<file path="src/rtl/bafr_fifo.sv">
module bafr_fifo #(
	parameter int W     = 8,
	parameter int DEPTH = 2
) (
	input  logic         clk,
	input  logic         arst_n,
	input  logic         push,
	input  logic [W-1:0] wdata,
	output logic         full,
	input  logic         pop,
	output logic [W-1:0] rdata,
	output logic         nempty
);

	localparam int PW = (DEPTH > 1) ? $clog2(DEPTH) : 1;

	logic [W-1:0]  buf_q [DEPTH];
	logic [PW-1:0] wp_q, rp_q;
	logic [PW:0]   cnt_q;

	assign full   = (cnt_q == (PW+1)'(DEPTH));
	assign nempty = (cnt_q != '0);
	assign rdata  = buf_q[rp_q];

	always_ff @(posedge clk) begin
		if (push) begin
			buf_q[wp_q] <= wdata;
		end
	end

	always_ff @(posedge clk or negedge arst_n) begin
		if (!arst_n) begin
			wp_q  <= '0;
			rp_q  <= '0;
			cnt_q <= '0;
		end else begin
			if (push) begin
				wp_q <= (wp_q == PW'(DEPTH - 1)) ? '0 : wp_q + 1'b1;
			end
			if (pop) begin
				rp_q <= (rp_q == PW'(DEPTH - 1)) ? '0 : rp_q + 1'b1;
			end
			cnt_q <= cnt_q + (PW+1)'(push) - (PW+1)'(pop);
		end
	end

endmodule

</file>
<file path="config.mk">
export PLATFORM = sky130hd
export DESIGN_NAME = bafr_fifo
export DESIGN_NICKNAME = d
export VERILOG_FILES = /design/src/rtl/bafr_fifo.sv
export SDC_FILE = /design/constraint.sdc
export NUM_CORES = 1
export LEC_CHECK = 0
export BUFFER_PORTS_ARGS = -buffer_cell sky130_fd_sc_hd__buf_2
export CORE_MARGIN = 2
export CORE_UTILIZATION = 44
export DETAILED_ROUTE_END_ITERATION = 16
export PLACE_DENSITY = 0.71
export SYNTH_ARGS = -nofsm -noshare
export SYNTH_HDL_FRONTEND = slang
export SYNTH_SLANG_ARGS = --single-unit
</file>
<file path="constraint.sdc">
create_clock -name clk -period 1.4 [get_ports clk]
set_clock_uncertainty 0.05 [all_clocks]
set_input_delay 0 -clock clk [delete_from_list [all_inputs] [get_ports clk]]
set_output_delay 0 -clock clk [all_outputs]
set_load 0.02 [all_outputs]
</file>
==> results_dict.tcl, run 1 <==
set metrics [dict create \
    ir_worst_vdd_v 0.000943 \
    drive_above_1_share 0.475 \
    cts_max_path_buffers 2 \
    tightest_slew_ns 0.387 \
    worst-path-max-fanout 4 \
    period_share 0.968 \
    syn_area_per_cell_um2 20.3 \
    critical_path.startpoint "rp_q" \
    netlist_area_um2 811 \
    cts_tree "done" \
    hpwl_um 737 \
    synth_top_area_share 0.593 \
    fin_cells 105 \
    grt_max_degree 12 \
    finalNetCount 95 \
    ios 22 \
    slowest_delay_ns 0.41 \
    crit_chain "buf_2, mux2_4, buf_2" \
    cp-end-kind "output port" \
    synth_cells 40 \
    areaGrowthSynthToFinish_pct 37.0 \
    grt-ovfl-total 0 \
    syn_nets 54 \
    seq_power_share 0.439 \
    die_y_um 46.9 \
    status "finished, final reports clean" \
    port_buffers 21 \
    relSlewSlack 0.742 \
    grtUsageTotal 0.103 \
    rr_startpoint "cnt_q[0]" \
    final_common_cell "buf_2" \
    timing.rr.end "cnt_q[1]" \
    drt_first_pass_iters 3 \
    arrival_ns 1.31 \
    vias_per_cell 4.25 \
    routed_wl_um 1130 \
    cp.required_ns 1.35 \
    worstSetupStartpointType "register" \
    worst-path-stages 3 \
    place_inst 86 \
    cts-root-buf "clkbuf_4" \
    start_util 0.470 \
    ant_nets 0 \
    dr_total_vias 446 \
    grt_pass1_vias 381 \
    die_w_um 46.9 \
    ys.warnings.count 0 \
    hold_viol 0 \
    worstSkewPairLatency_ns 0.28 \
    swShare 0.312 \
    rrSetupSlack_ns 0.18 \
    setup_violations 0 \
    crit_top_cell "buf_2" \
    ff_latch_area_um2 582 \
    multi_input_area_um2 211 \
    synth_top_cells_by_area "edfxtp_1 59%, mux2_4 15%, dfrtp_1 12%, ha_1 3.1%, xor3_1 2.9%" \
    dieArea_um2 2200 \
    crit_end "rdata[0]" \
    critical_path_class "register to output port" \
    internal_power_mw 1.36 \
    crit_family "flip-flops" \
    slowest_stage "dfrtp_2" \
    cts_max_level 1 \
    pwr-share-comb 0.430 \
    drt-initial-drc-count 7 \
    fin_crit_ns 1.36 \
    finalInstanceArea_um2 1110 \
    grt_pass1_wl_um 1510 \
    yosys.area.top_type "edfxtp_1" \
    drcViolationCount 0 \
    yosysSeqAreaShare 0.716 \
    fin_util 0.643 \
    fillers 138 \
    holdCritPathClass "input port to register" \
    numCtsBuffers 3 \
    ff2ff_path_depth 5 \
    cp_num_buf_inv 2 \
    placed_cell_area_um2 943 \
    power_mw 1.98 \
    fmax_mhz 738 \
    drv_cap 0 \
    coreArea_um2 1730 \
    clock-sinks 20 \
    p_leak_nw 0.487 \
    antenna_found_initial 0 \
    wire_per_inst_um 10.8 \
    slew_viol_final 0 \
    place.gp.congestion 0.634 \
    synth_seq_cells 20 \
    p_sw_mw 0.617 \
    ys_types 11 \
    pwr-share-clk 0.131 \
    antenna_cells 0 \
    p_per_area_nw_per_um2 1780 \
    layout_common_cells "22 x buf_2, 16 x edfxtp_1, 12 x dlygate4sd3_1" \
    rows 15 \
    cts.clk_slew.worst_paths_ns 0.09 \
]
[worst min-delay path by stage]
stage,start,endpoint,slack (ns),cells past startpoint
floorplan,arst_n,cnt_q[0],-0.35,0
global placement,arst_n,cnt_q[1],-0.24,1
detailed placement,arst_n,wp_q,-0.24,1
CTS,pop,cnt_q[1],0.08,3
global route,pop,cnt_q[1],0.17,3
finish,pop,cnt_q[1],0.14,3
[through the flow]
stage | hold WS, ns | setup slack (ns) | setup TNS [ns]
floorplan | -0.346 | 0.0446 | 0
global placement | -0.240 | 0.0321 | 0
detailed placement | -0.241 | -0.00959 | -0.00959
CTS | 0.0809 | 0.00402 | 0
global route | 0.167 | -0.00371 | -0.00528
finish | 0.142 | 0.0442 | 0
[cell type report]
class	instances	area share
sequential	20	0.524
timing repair buffer	37	0.227
multi-input combinational	17	0.190
tap	25	0.0282
clock buffer	4	0.0236
inverter	2	0.00676
[worst register-to-register path, delay by kind of cell, from the launching register on]
family,cells,cell delay (ns)
xor+xnor,1,0.21
flops,1,0.35
fa+ha+maj,2,0.40
buf+inv,2,0.09
[cell usage after synthesis]
cell type,n
xor2_1,2
or2_2,1
edfxtp_1,16
xor3_1,1
buf_6,1
nor2b_1,2
dfrtp_1,4
ha_1,2
mux2_4,8
inv_1,2
and2_1,1
[power groups by stage]
stage	Combinational, mW	Clock, mW	Sequential, mW
4_1_cts	0.757	0.271	0.933
5_1_grt	0.924	0.294	0.882
3_3_place_gp	0.698	0	0.939
3_5_place_dp	0.709	0	0.947
6_report	0.850	0.259	0.867
2_1_floorplan	0.612	0	0.869
[timing repair]
| item | CTS | global route |
|---|---|---|
| endpoints found under the setup margin | 9 | 9 |
| gates resized for setup | 1 | 0 |
| hold endpoints to repair | 23 | 0 |
| hold buffers | 12 | 0 |
| buffers inserted | 1 | 2 |
| pin swaps | 0 | 1 |
[kinds of logic after synthesis]
family	Yosys count	share of synthesized area
flip-flops	20	0.716
AND/OR/NAND/NOR	4	0.0309
buffers and inverters	3	0.0232
adder cells (fa/ha/maj)	2	0.0309
XOR/XNOR	3	0.0509
multiplexers	8	0.148
[state kept, by name (all words and copies together), names as in the netlist]
name / count
rp_q: 1
cnt_q: 2
buf_q: 16
wp_q: 1
[routing by layer]
layer  global-route usage  part of all wire  wire length, µm  vias up
met5                    0                 0                0        -
met4               0.0333                 0                0        0
met3               0.0231             0.047               53        0
met2                0.189              0.53              598       13
met1                0.117              0.42              477      206
li1                     -                 -                -      227
No activity file was read; power rests on OpenSTA's default activity.
==> run 2, diff against run 1 <==
--- a/config.mk
+++ b/config.mk
@@ -8,7 +8,7 @@
 export BUFFER_PORTS_ARGS = -buffer_cell sky130_fd_sc_hd__buf_2
 export CORE_MARGIN = 2
-export CORE_UTILIZATION = 44
+export CORE_UTILIZATION = 49
 export DETAILED_ROUTE_END_ITERATION = 16
-export PLACE_DENSITY = 0.71
+export PLACE_DENSITY = 0.75
 export SYNTH_ARGS = -nofsm -noshare
 export SYNTH_HDL_FRONTEND = slang
==> constraint.sdc (replaced) <==
create_clock -name clk -period 1.3 [get_ports clk]
set_clock_uncertainty 0.05 [all_clocks]
set_input_delay 0 -clock clk [delete_from_list [all_inputs] [get_ports clk]]
set_output_delay 0 -clock clk [all_outputs]
set_load 0.005 [all_outputs]
==> results_dict.tcl, run 2 (synthesis gave the netlist of run 1 again) <==
set metrics [dict create \
    drv_cap 0 \
    die_y_um 44.7 \
    p_sw_mw 0.587 \
    p_leak_nw 0.516 \
    layout_common_cells "16 x edfxtp_1, 13 x buf_2, 12 x dlygate4sd3_1" \
    clock-sinks 20 \
    dieArea_um2 2000 \
    vias_per_cell 4.81 \
    crit_chain "buf_6, mux2_4, buf_6" \
    holdCritPathClass "input port to register" \
    cp_num_buf_inv 2 \
    drt-initial-drc-count 9 \
    ios 22 \
    coreArea_um2 1520 \
    tns_ns -0.205 \
    start_util 0.532 \
    fin_util 0.773 \
    fmax_mhz 750 \
    violations "negative setup slack" \
    slowest_delay_ns 0.44 \
    crit_top_cell "buf_6" \
    rows 14 \
    power_mw 2.22 \
    dr_total_vias 471 \
    status "finished with violations" \
    relSlewSlack 0.712 \
    antenna_found_initial 0 \
    grt_max_degree 12 \
    cts-root-buf "clkbuf_4" \
    cts.clk_slew.worst_paths_ns 0.11 \
    place.gp.congestion 0.618 \
    hold_viol 0 \
    setup_violations 8 \
    cts_max_path_buffers 2 \
    slew_viol_final 0 \
    rsz0062_at_grt "true" \
    grt-ovfl-total 0 \
    die_w_um 44.7 \
    worst-path-stages 3 \
    fin_crit_ns 1.33 \
    largest_reg_flops 16 \
    drive_above_1_share 0.500 \
    grtUsageTotal 0.139 \
    critical_path_class "register to output port" \
    fin_cells 98 \
    top_regs "buf_q (16), cnt_q (2)" \
    drcViolationCount 0 \
    grt_pass1_wl_um 1900 \
    antenna_cells 0 \
    tightest_slew_ns 0.432 \
    seq_power_share 0.428 \
    areaGrowthSynthToFinish_pct 45.2 \
    final_common_cell "edfxtp_1" \
    p_per_area_nw_per_um2 1890 \
    numCtsBuffers 3 \
    slowest_stage "dfrtp_2" \
    cp-end-kind "output port" \
    swShare 0.264 \
    pwr-share-comb 0.437 \
    cp.required_ns 1.25 \
    ir_worst_vdd_v 0.00142 \
    worstSkewPairLatency_ns 0.29 \
    ant_nets 0 \
    period_share 1.03 \
    ff2ff_path_depth 5 \
    port_buffers 21 \
    arrival_ns 1.28 \
    place_inst 78 \
    place_ws_ns 0.0453 \
    worst-path-max-fanout 5 \
    hpwl_um 756 \
    wire_per_inst_um 14.3 \
    crit_family "flip-flops" \
    top_register "buf_q" \
    internal_power_mw 1.63 \
    pwr-share-clk 0.135 \
    cts_tree "done" \
    routed_wl_um 1400 \
    cts_max_level 1 \
    setup_slack_ns -0.0339 \
    drt_first_pass_iters 4 \
    worstSetupStartpointType "register" \
    grt_pass1_vias 462 \
    finalNetCount 97 \
    whs_path_depth 2 \
]
==> run 2: cell types whose count changed in the layout (fill, tap and decap cells not counted) <==
cell   change
buf_2      -9
buf_4      +1
buf_6     +10
ha_1       -1
ha_2       +1
==> run 2: power groups by stage <==
stage | logic [mW] | registers, mW | clock network [mW]
3_5_place_dp | 0.609 | 1.02 | 0
5_1_grt | 1.05 | 0.964 | 0.336
2_1_floorplan | 0.491 | 0.936 | 0
3_3_place_gp | 0.597 | 1.01 | 0
6_report | 0.972 | 0.951 | 0.299
4_1_cts | 0.768 | 0.940 | 0.295
==> run 2: worst register-to-register path, stage by stage, from the launching register on <==
cell and delay (ns):
dfrtp_1 0.36, inv_1 0.05, ha_1 0.28, inv_1 0.06, ha_2 0.16, xor3_1 0.22
==> run 2: area by class of cell <==
class                           count  area [µm²]
Clock buffer                        4        26.3
Timing Repair Buffer               39         328
Sequential cell                    20         582
Multi-Input combinational cell     17         214
Fill cell                          82         347
Inverter                            2        7.51
Tap cell                           16        20.0
==> run 2: path summary, 6_finish.rpt <==
kind	slack, ns	end	start
min reg2reg	0.44	wp_q	wp_q
max reg2reg	0	cnt_q[1]	cnt_q[0]
max in group asynchronous	0.45	rp_q	arst_n
min in group asynchronous	0.55	cnt_q[0]	arst_n
min	0.37	buf_q[1][1]	wdata[1]
max	-0.03	rdata[3]	rp_q
==> run 2: what timing repair did <==
item                                    CTS  global route
pin swaps                                 0             1
endpoints found under the hold margin    23             0
hold buffers                             12             0
endpoints found under the setup margin    8             9
buffers inserted                          3             1
resized for setup                         2            13
==> run 2: stage by stage <==
| stage | cell area [µm²] | hold WS [ns] |
|---|---|---|
| floorplan | 811 | -0.346 |
| global placement | 940 | -0.239 |
| detailed placement | 940 | -0.239 |
| CTS | 1110 | 0.365 |
| global route | 1180 | 0.366 |
| finish | 1180 | 0.367 |
==> run 2: routing by layer <==
layer  wire length [µm]  GRT usage  part of all wire
met5                  0          0                 0
met4                  0     0.0364                 0
met3                 64     0.0367             0.046
met1                535      0.156              0.38
met2                804      0.255              0.57
