==> src/rtl/bafr_pkg.sv <==
package bafr_pkg;

	localparam int MAX_WIDTH   = 2048;
	localparam int MAX_HEIGHT  = 2048;
	localparam int MAX_WINDOW  = 8;
	localparam int QUEUE_DEPTH = 2;

	localparam int CFG_IDX_W  = 2;
	localparam int CFG_DATA_W = 12;

	typedef enum logic [CFG_IDX_W-1:0] {
		REG_IMAGE_WIDTH  = 2'd0,
		REG_IMAGE_HEIGHT = 2'd1,
		REG_WINDOW_SIZE  = 2'd2
	} reg_idx_t;

	localparam logic [11:0] RST_IMAGE_WIDTH  = 12'd640;
	localparam logic [11:0] RST_IMAGE_HEIGHT = 12'd480;
	localparam logic [3:0]  RST_WINDOW_SIZE  = 4'd3;

endpackage

==> src/rtl/bafr_if.sv <==
interface bafr_pix_if;
	logic       valid;
	logic       ready;
	logic       frame_start;
	logic [7:0] in_blue;
	logic [7:0] in_green;
	logic [7:0] in_red;

	modport source(output valid, output frame_start, output in_blue, output in_green,
		output in_red, input ready);
	modport sink(input valid, input frame_start, input in_blue, input in_green,
		input in_red, output ready);
endinterface


==> src/rtl/bafr_front.sv <==
module bafr_front #(
	parameter int MAX_WIDTH  = bafr_pkg::MAX_WIDTH,
	parameter int MAX_HEIGHT = bafr_pkg::MAX_HEIGHT,
	parameter int MAX_WINDOW = bafr_pkg::MAX_WINDOW,
	localparam int CW  = $clog2(MAX_WIDTH),
	localparam int RW  = $clog2(MAX_HEIGHT),
	localparam int SLW = $clog2(MAX_WINDOW),
	localparam int RRW = $clog2(MAX_WINDOW + 1),
	localparam int EW  = 24 + CW + SLW + SLW + RRW + 1 + 11 + 11
) (
	input  logic          clk,
	input  logic          arst_n,
	bafr_pix_if.sink      pix,
	input  logic [11:0]   image_width,
	input  logic [11:0]   image_height,
	input  logic [3:0]    window_size,
	output logic          push,
	output logic [EW-1:0] entry,
	input  logic          full
);

	localparam int XW = $clog2(MAX_WIDTH + 1);
	localparam int YW = $clog2(MAX_HEIGHT + 1);

	logic [CW-1:0]  col_q, col_c;
	logic [RW-1:0]  row_q, row_c;
	logic [SLW-1:0] slot_q, slot_c;
	logic [XW-1:0]  w;
	logic [YW-1:0]  h;
	logic [RRW-1:0] r;
	logic [SLW-1:0] n;
	logic           ok;
	logic [10:0]    orow, ocol;

	always_comb begin
		w = (image_width == '0) ? XW'(1) :
			(32'(image_width) > MAX_WIDTH) ? XW'(MAX_WIDTH) : XW'(image_width);
		h = (image_height == '0) ? YW'(1) :
			(32'(image_height) > MAX_HEIGHT) ? YW'(MAX_HEIGHT) : YW'(image_height);
		r = (window_size == '0) ? RRW'(1) :
			(32'(window_size) > MAX_WINDOW) ? RRW'(MAX_WINDOW) : RRW'(window_size);

		col_c  = pix.frame_start ? '0 : col_q;
		row_c  = pix.frame_start ? '0 : row_q;
		slot_c = pix.frame_start ? '0 : slot_q;

		ok = (32'(row_c) + 32'd1 >= 32'(r)) && (32'(col_c) + 32'd1 >= 32'(r)) &&
			(32'(row_c) + 32'd1 < 32'(h)) && (32'(col_c) + 32'd1 < 32'(w));
		orow = ok ? 11'(32'(row_c) + 32'd1 - 32'(r)) : '0;
		ocol = ok ? 11'(32'(col_c) + 32'd1 - 32'(r)) : '0;
		// rows above the current one that feed the vertical sum
		n = (32'(row_c) < 32'(r) - 32'd1) ? SLW'(row_c) : SLW'(r - 1'b1);
	end

	assign pix.ready = !full;
	assign push      = pix.valid && !full;
	assign entry     = {pix.in_red, pix.in_green, pix.in_blue, col_c, slot_c, n, r, ok,
		orow, ocol};

	always_ff @(posedge clk or negedge arst_n) begin
		if (!arst_n) begin
			col_q  <= '0;
			row_q  <= '0;
			slot_q <= '0;
		end else if (push) begin
			if (32'(col_c) + 32'd1 >= 32'(w)) begin
				col_q <= '0;
				if (32'(row_c) + 32'd1 < MAX_HEIGHT) begin
					row_q  <= row_c + 1'b1;
					slot_q <= (slot_c == SLW'(MAX_WINDOW - 1)) ? '0 : slot_c + 1'b1;
				end else begin
					row_q  <= row_c;
					slot_q <= slot_c;
				end
			end else begin
				col_q  <= col_c + 1'b1;
				row_q  <= row_c;
				slot_q <= slot_c;
			end
		end
	end

endmodule

==> src/flat_wrapper.sv <==
// flat-port wrapper written by rule: the top's interface ports become plain ports
module bafr_front_flat 
#(
	parameter int MAX_WIDTH  = bafr_pkg::MAX_WIDTH,
	parameter int MAX_HEIGHT = bafr_pkg::MAX_HEIGHT,
	parameter int MAX_WINDOW = bafr_pkg::MAX_WINDOW,
	localparam int CW  = $clog2(MAX_WIDTH),
	localparam int RW  = $clog2(MAX_HEIGHT),
	localparam int SLW = $clog2(MAX_WINDOW),
	localparam int RRW = $clog2(MAX_WINDOW + 1),
	localparam int EW  = 24 + CW + SLW + SLW + RRW + 1 + 11 + 11
)
  (clk, arst_n, image_width, image_height, window_size, push, entry, full, pix_valid, pix_frame_start, pix_in_blue, pix_in_green, pix_in_red, pix_ready);
  bafr_pix_if pix_i ();
  input  logic clk;
  input  logic arst_n;
  input  logic [11:0] image_width;
  input  logic [11:0] image_height;
  input  logic [3:0] window_size;
  output logic push;
  output logic [EW-1:0] entry;
  input  logic full;
  input wire logic [$bits(pix_i.valid)-1:0] pix_valid;
  input wire logic [$bits(pix_i.frame_start)-1:0] pix_frame_start;
  input wire logic [$bits(pix_i.in_blue)-1:0] pix_in_blue;
  input wire logic [$bits(pix_i.in_green)-1:0] pix_in_green;
  input wire logic [$bits(pix_i.in_red)-1:0] pix_in_red;
  output wire logic [$bits(pix_i.ready)-1:0] pix_ready;
  assign pix_i.valid = pix_valid;
  assign pix_i.frame_start = pix_frame_start;
  assign pix_i.in_blue = pix_in_blue;
  assign pix_i.in_green = pix_in_green;
  assign pix_i.in_red = pix_in_red;
  assign pix_ready = pix_i.ready;
  bafr_front #(.MAX_WIDTH(MAX_WIDTH), .MAX_HEIGHT(MAX_HEIGHT), .MAX_WINDOW(MAX_WINDOW)) u_core (.clk(clk), .arst_n(arst_n), .pix(pix_i), .image_width(image_width), .image_height(image_height), .window_size(window_size), .push(push), .entry(entry), .full(full));
endmodule
==> config.mk <==
export PLATFORM = sky130hd
export DESIGN_NAME = bafr_front_flat
export DESIGN_NICKNAME = d
export VERILOG_FILES = /design/src/rtl/bafr_pkg.sv /design/src/rtl/bafr_if.sv /design/src/rtl/bafr_front.sv /design/src/flat_wrapper.sv
export SDC_FILE = /design/constraint.sdc
export NUM_CORES = 1
export LEC_CHECK = 0
export BUFFER_PORTS_ARGS = -buffer_cell sky130_fd_sc_hd__buf_2
export CAP_MARGIN = 20
export CORE_AREA = 3 3 125 67
export DETAILED_ROUTE_END_ITERATION = 16
export DIE_AREA = 0 0 128 70
export PLACE_DENSITY = 0.82
export SYNTH_ARGS = -nofsm -noshare
export SYNTH_HDL_FRONTEND = slang
export SYNTH_SLANG_ARGS = --single-unit
export TNS_END_PERCENT = 20
==> constraint.sdc <==
create_clock -name clk -period 11.77 [get_ports clk]
set_input_delay 1.7655 -clock clk [delete_from_list [all_inputs] [get_ports clk]]
set_output_delay 1.7655 -clock clk [all_outputs]
set_load 0.01 [all_outputs]
==> metrics.txt <==
WP buf/inv 3; YS warnings 0; Min Clock Period, post-route 7.46 ns; CP max stage delay 0.57 ns; Final Hold Fails 0; cell-internal power 0.000183 W; Power Density 73.6 mW/mm^2; Longest Clk Path Bufs 2; Residual DRC 0; Yosys cell types 64; metal1 wirelength 4110 microns; slowest CP cell a311o_2; max layer used met4; CTS clk-pin slew, worst paths 0.06 ns; FMAX 0.134 GHz; CTS tree done; DRT Pass-1 Iters 6; Die Span Y around 70 microns; Period Utilization, post-route 0.634; worst-path fanout max 44; P_leak 2.01 nW; Wirelength per Cell 15.3 microns; post-CTS resize count 0; initial drt markers 254; Final TNS setup 0 ns; largest net degree at the start of global routing 45; clock skew 0.00472 ns; VDD IR max between 0.05 and 0.06 mV; drt via density 5.89; ys async rst share 1.00; clock power share 0.268; GRT overflow 0; Final nets 628; Final Max Tran Viols 0; Slew @ Worst Pin roughly 0.83 ns; fillers slightly above 700; Clock Latency Late Sink 0.26 ns; Max-Slew Margin vs Limit 0.443; Initial Util 0.496; Comb pwr share 0.407; initial antenna violation count 0; RD Place Congestion 0.911; flops & latches, synth 25; NetSw 0.000106 W; Crit Path Class in -> out; post-CTS setup buffer count 0; DP HPWL 7470 microns; core box area 0.00727 sq mm; total wire length 9470 microns; DIE AREA about 0.009 sq mm; fraction of power spent switching nets 0.367; final setup vio count 0; max cap viols 0; # port buffers 78; CTS root buf clkbuf_16; Die X approximately 130 microns; Sequential Power Share 0.325; data required time of the critical path 10.00 ns; H-tree depth 1; EDFF count, synth 0; routed vias 3644; Ant. Diodes 0; # IOs 127; # clock sinks 25; GRT Overall Usage 0.207; Synth Area per Inst 7.50 sq um; DR WL met2 4450 microns; layout cells sized above 1 0.184; met3 routed WL 654 microns; crit path capture type primary output; critical path arrival ~5.7 ns; CP Cell Sequence buf_2 -> nand2b_1 -> inv_1 -> ha_1 -> nand3_2 -> nor4_1 -> xor2_1 -> ha_1 -> a21oi_1 -> nand2_1 -> a21oi_1 -> and3_1 -> nand4b_1 -> a311o_2 -> nor3_1 -> buf_2; startpoint types input port; first-pass GRT wire length 15700 microns; Finished Core Util 0.541; CTS buffer count 3; remaining antenna violation count 0; Cells after Synth 480; Hold WC Path Type reg -> reg; Synth Flop Type dfrtp_1; synthesis-to-layout area growth 9.14%; Post-CTS Hold Fix Bufs 0; RSZ-0062 raised after global routing false; outcome complete, no violations; FP Rows 22; most frequent cells in the layout 78 x buf_2, 67 x nand2_1, 52 x nor2_1, 45 x ha_1, 29 x nor2b_1; post-synthesis sequential area ratio 0.174; CP delay by family, top simple AND/OR/NAND/NOR gates; synthesized cell area 0.00360 sq mm; commonest non-fill, non-tap cell in the layout buf_2; vias in the first global route 3396
[cell type report]
type                            instances  area [sq um]  share of cell area
Clock buffer                            3          75.1              0.0191
Clock inverter                          1          7.51             0.00191
Inverter                               19          71.3              0.0181
Multi-Input combinational cell        397          2640               0.672
Sequential cell                        25           626               0.159
Tap cell                               96           120              0.0306
Timing Repair Buffer                   78           390              0.0993
[cells in the mapped netlist, types with 2 or more instances]
library cell	count	area (sq um)
nor4_2	2	25.0
nand2b_1	7	43.8
nor3_2	2	20.0
a311oi_1	7	61.3
o21ai_0	25	125
a21o_1	3	22.5
nor3_1	12	60.1
nor2b_1	29	181
nand4_1	10	62.6
and3b_1	2	17.5
a31oi_1	3	18.8
clkbuf_1	12	45.0
and3_1	4	25.0
a21oi_1	18	90.1
o41ai_1	2	17.5
nand3_1	10	50.1
a211oi_1	3	22.5
and4_1	3	26.3
mux2i_1	3	30.0
nor2_1	52	195
ha_1	45	563
o311ai_0	2	17.5
buf_2	4	20.0
a22o_1	6	52.6
xor2_1	14	123
o31ai_1	4	30.0
nor4_1	6	37.5
nand2_1	67	251
fa_1	2	40.0
buf_4	26	195
o21a_1	2	15.0
nand3b_1	2	15.0
inv_1	18	67.6
or2_2	3	18.8
mux2_2	2	22.5
a22oi_1	2	15.0
or3_1	2	12.5
or4_1	2	15.0
xnor2_1	12	105
buf_6	2	22.5
dfrtp_1	25	626
[metrics by stage]
stage	cells	total power, W	area, sq um	setup WS [ns]	hold slack, ns
after global routing	619	0.000311	3930	3.94	0.517
after CTS	619	0.000290	3930	4.32	0.504
final	619	0.000289	3930	4.31	0.503
after floorplan	486	0.000187	3620	4.82	0.442
after detailed placement	615	0.000213	3850	4.34	0.488
after global placement	615	0.000211	3850	4.44	0.462
[metal layers]
layer / vias up / track usage
li1: 1753 / -
met5: - / 0
met3: 31 / 0.0367
met4: 0 / 0.0847
met1: 1720 / 0.263
met2: 140 / 0.346
[final timing paths]
path,endpoint,from,slack [ns],depth (start not counted)
max reg2reg,u_core.row_q[2]$_DFFE_PN0P_,u_core.col_q[1]$_DFFE_PN0P_,7.12,12
min in group asynchronous,u_core.slot_q[2]$_DFFE_PN0P_,arst_n,1.49,1
max,entry[3],pix_frame_start,4.31,16
min,u_core.col_q[10]$_DFFE_PN0P_,u_core.col_q[10]$_DFFE_PN0P_,0.50,2
max in group asynchronous,u_core.col_q[4]$_DFFE_PN0P_,arst_n,9.90,1
min reg2reg,u_core.col_q[10]$_DFFE_PN0P_,u_core.col_q[10]$_DFFE_PN0P_,0.50,2
[power groups by stage]
stage | Clock (W) | Combinational [W] | Sequential (W)
2_1_floorplan | 0 | 0.0000935 | 0.0000933
3_3_place_gp | 0 | 0.000115 | 0.0000955
3_5_place_dp | 0 | 0.000117 | 0.0000953
4_1_cts | 0.0000783 | 0.000118 | 0.0000939
5_1_grt | 0.0000829 | 0.000133 | 0.0000948
6_report | 0.0000776 | 0.000118 | 0.0000941
[worst register-to-register path, delay by kind of cell (launching register included)]
kind,cells,cell delay [ns]
AOI/OAI and AO/OA,2,0.62
xor gates and xnor gates,1,0.36
adders and majority gates,2,0.49
DFF,1,0.45
and+or+nand+nor,7,2.58
[flip-flops by register name, indices dropped and copies added, names as in the netlist]
name and count:
u_core.slot_q 3, u_core.row_q 11, u_core.col_q 11
[cells by family (layout without fill, tap and decap cells)]
family          count (synthesis)  in the layout  synth area share
buf+inv                        64            101            0.0993
xor+xnor                       27             27            0.0677
simple gates                  221            221             0.309
fa+ha+maj                      47             47             0.167
flops                          25             25             0.174
compound gates                 89             89             0.163
mux                             6              6            0.0188
other cells                     1              7           0.00104
(Power assumes the default switching activity.)
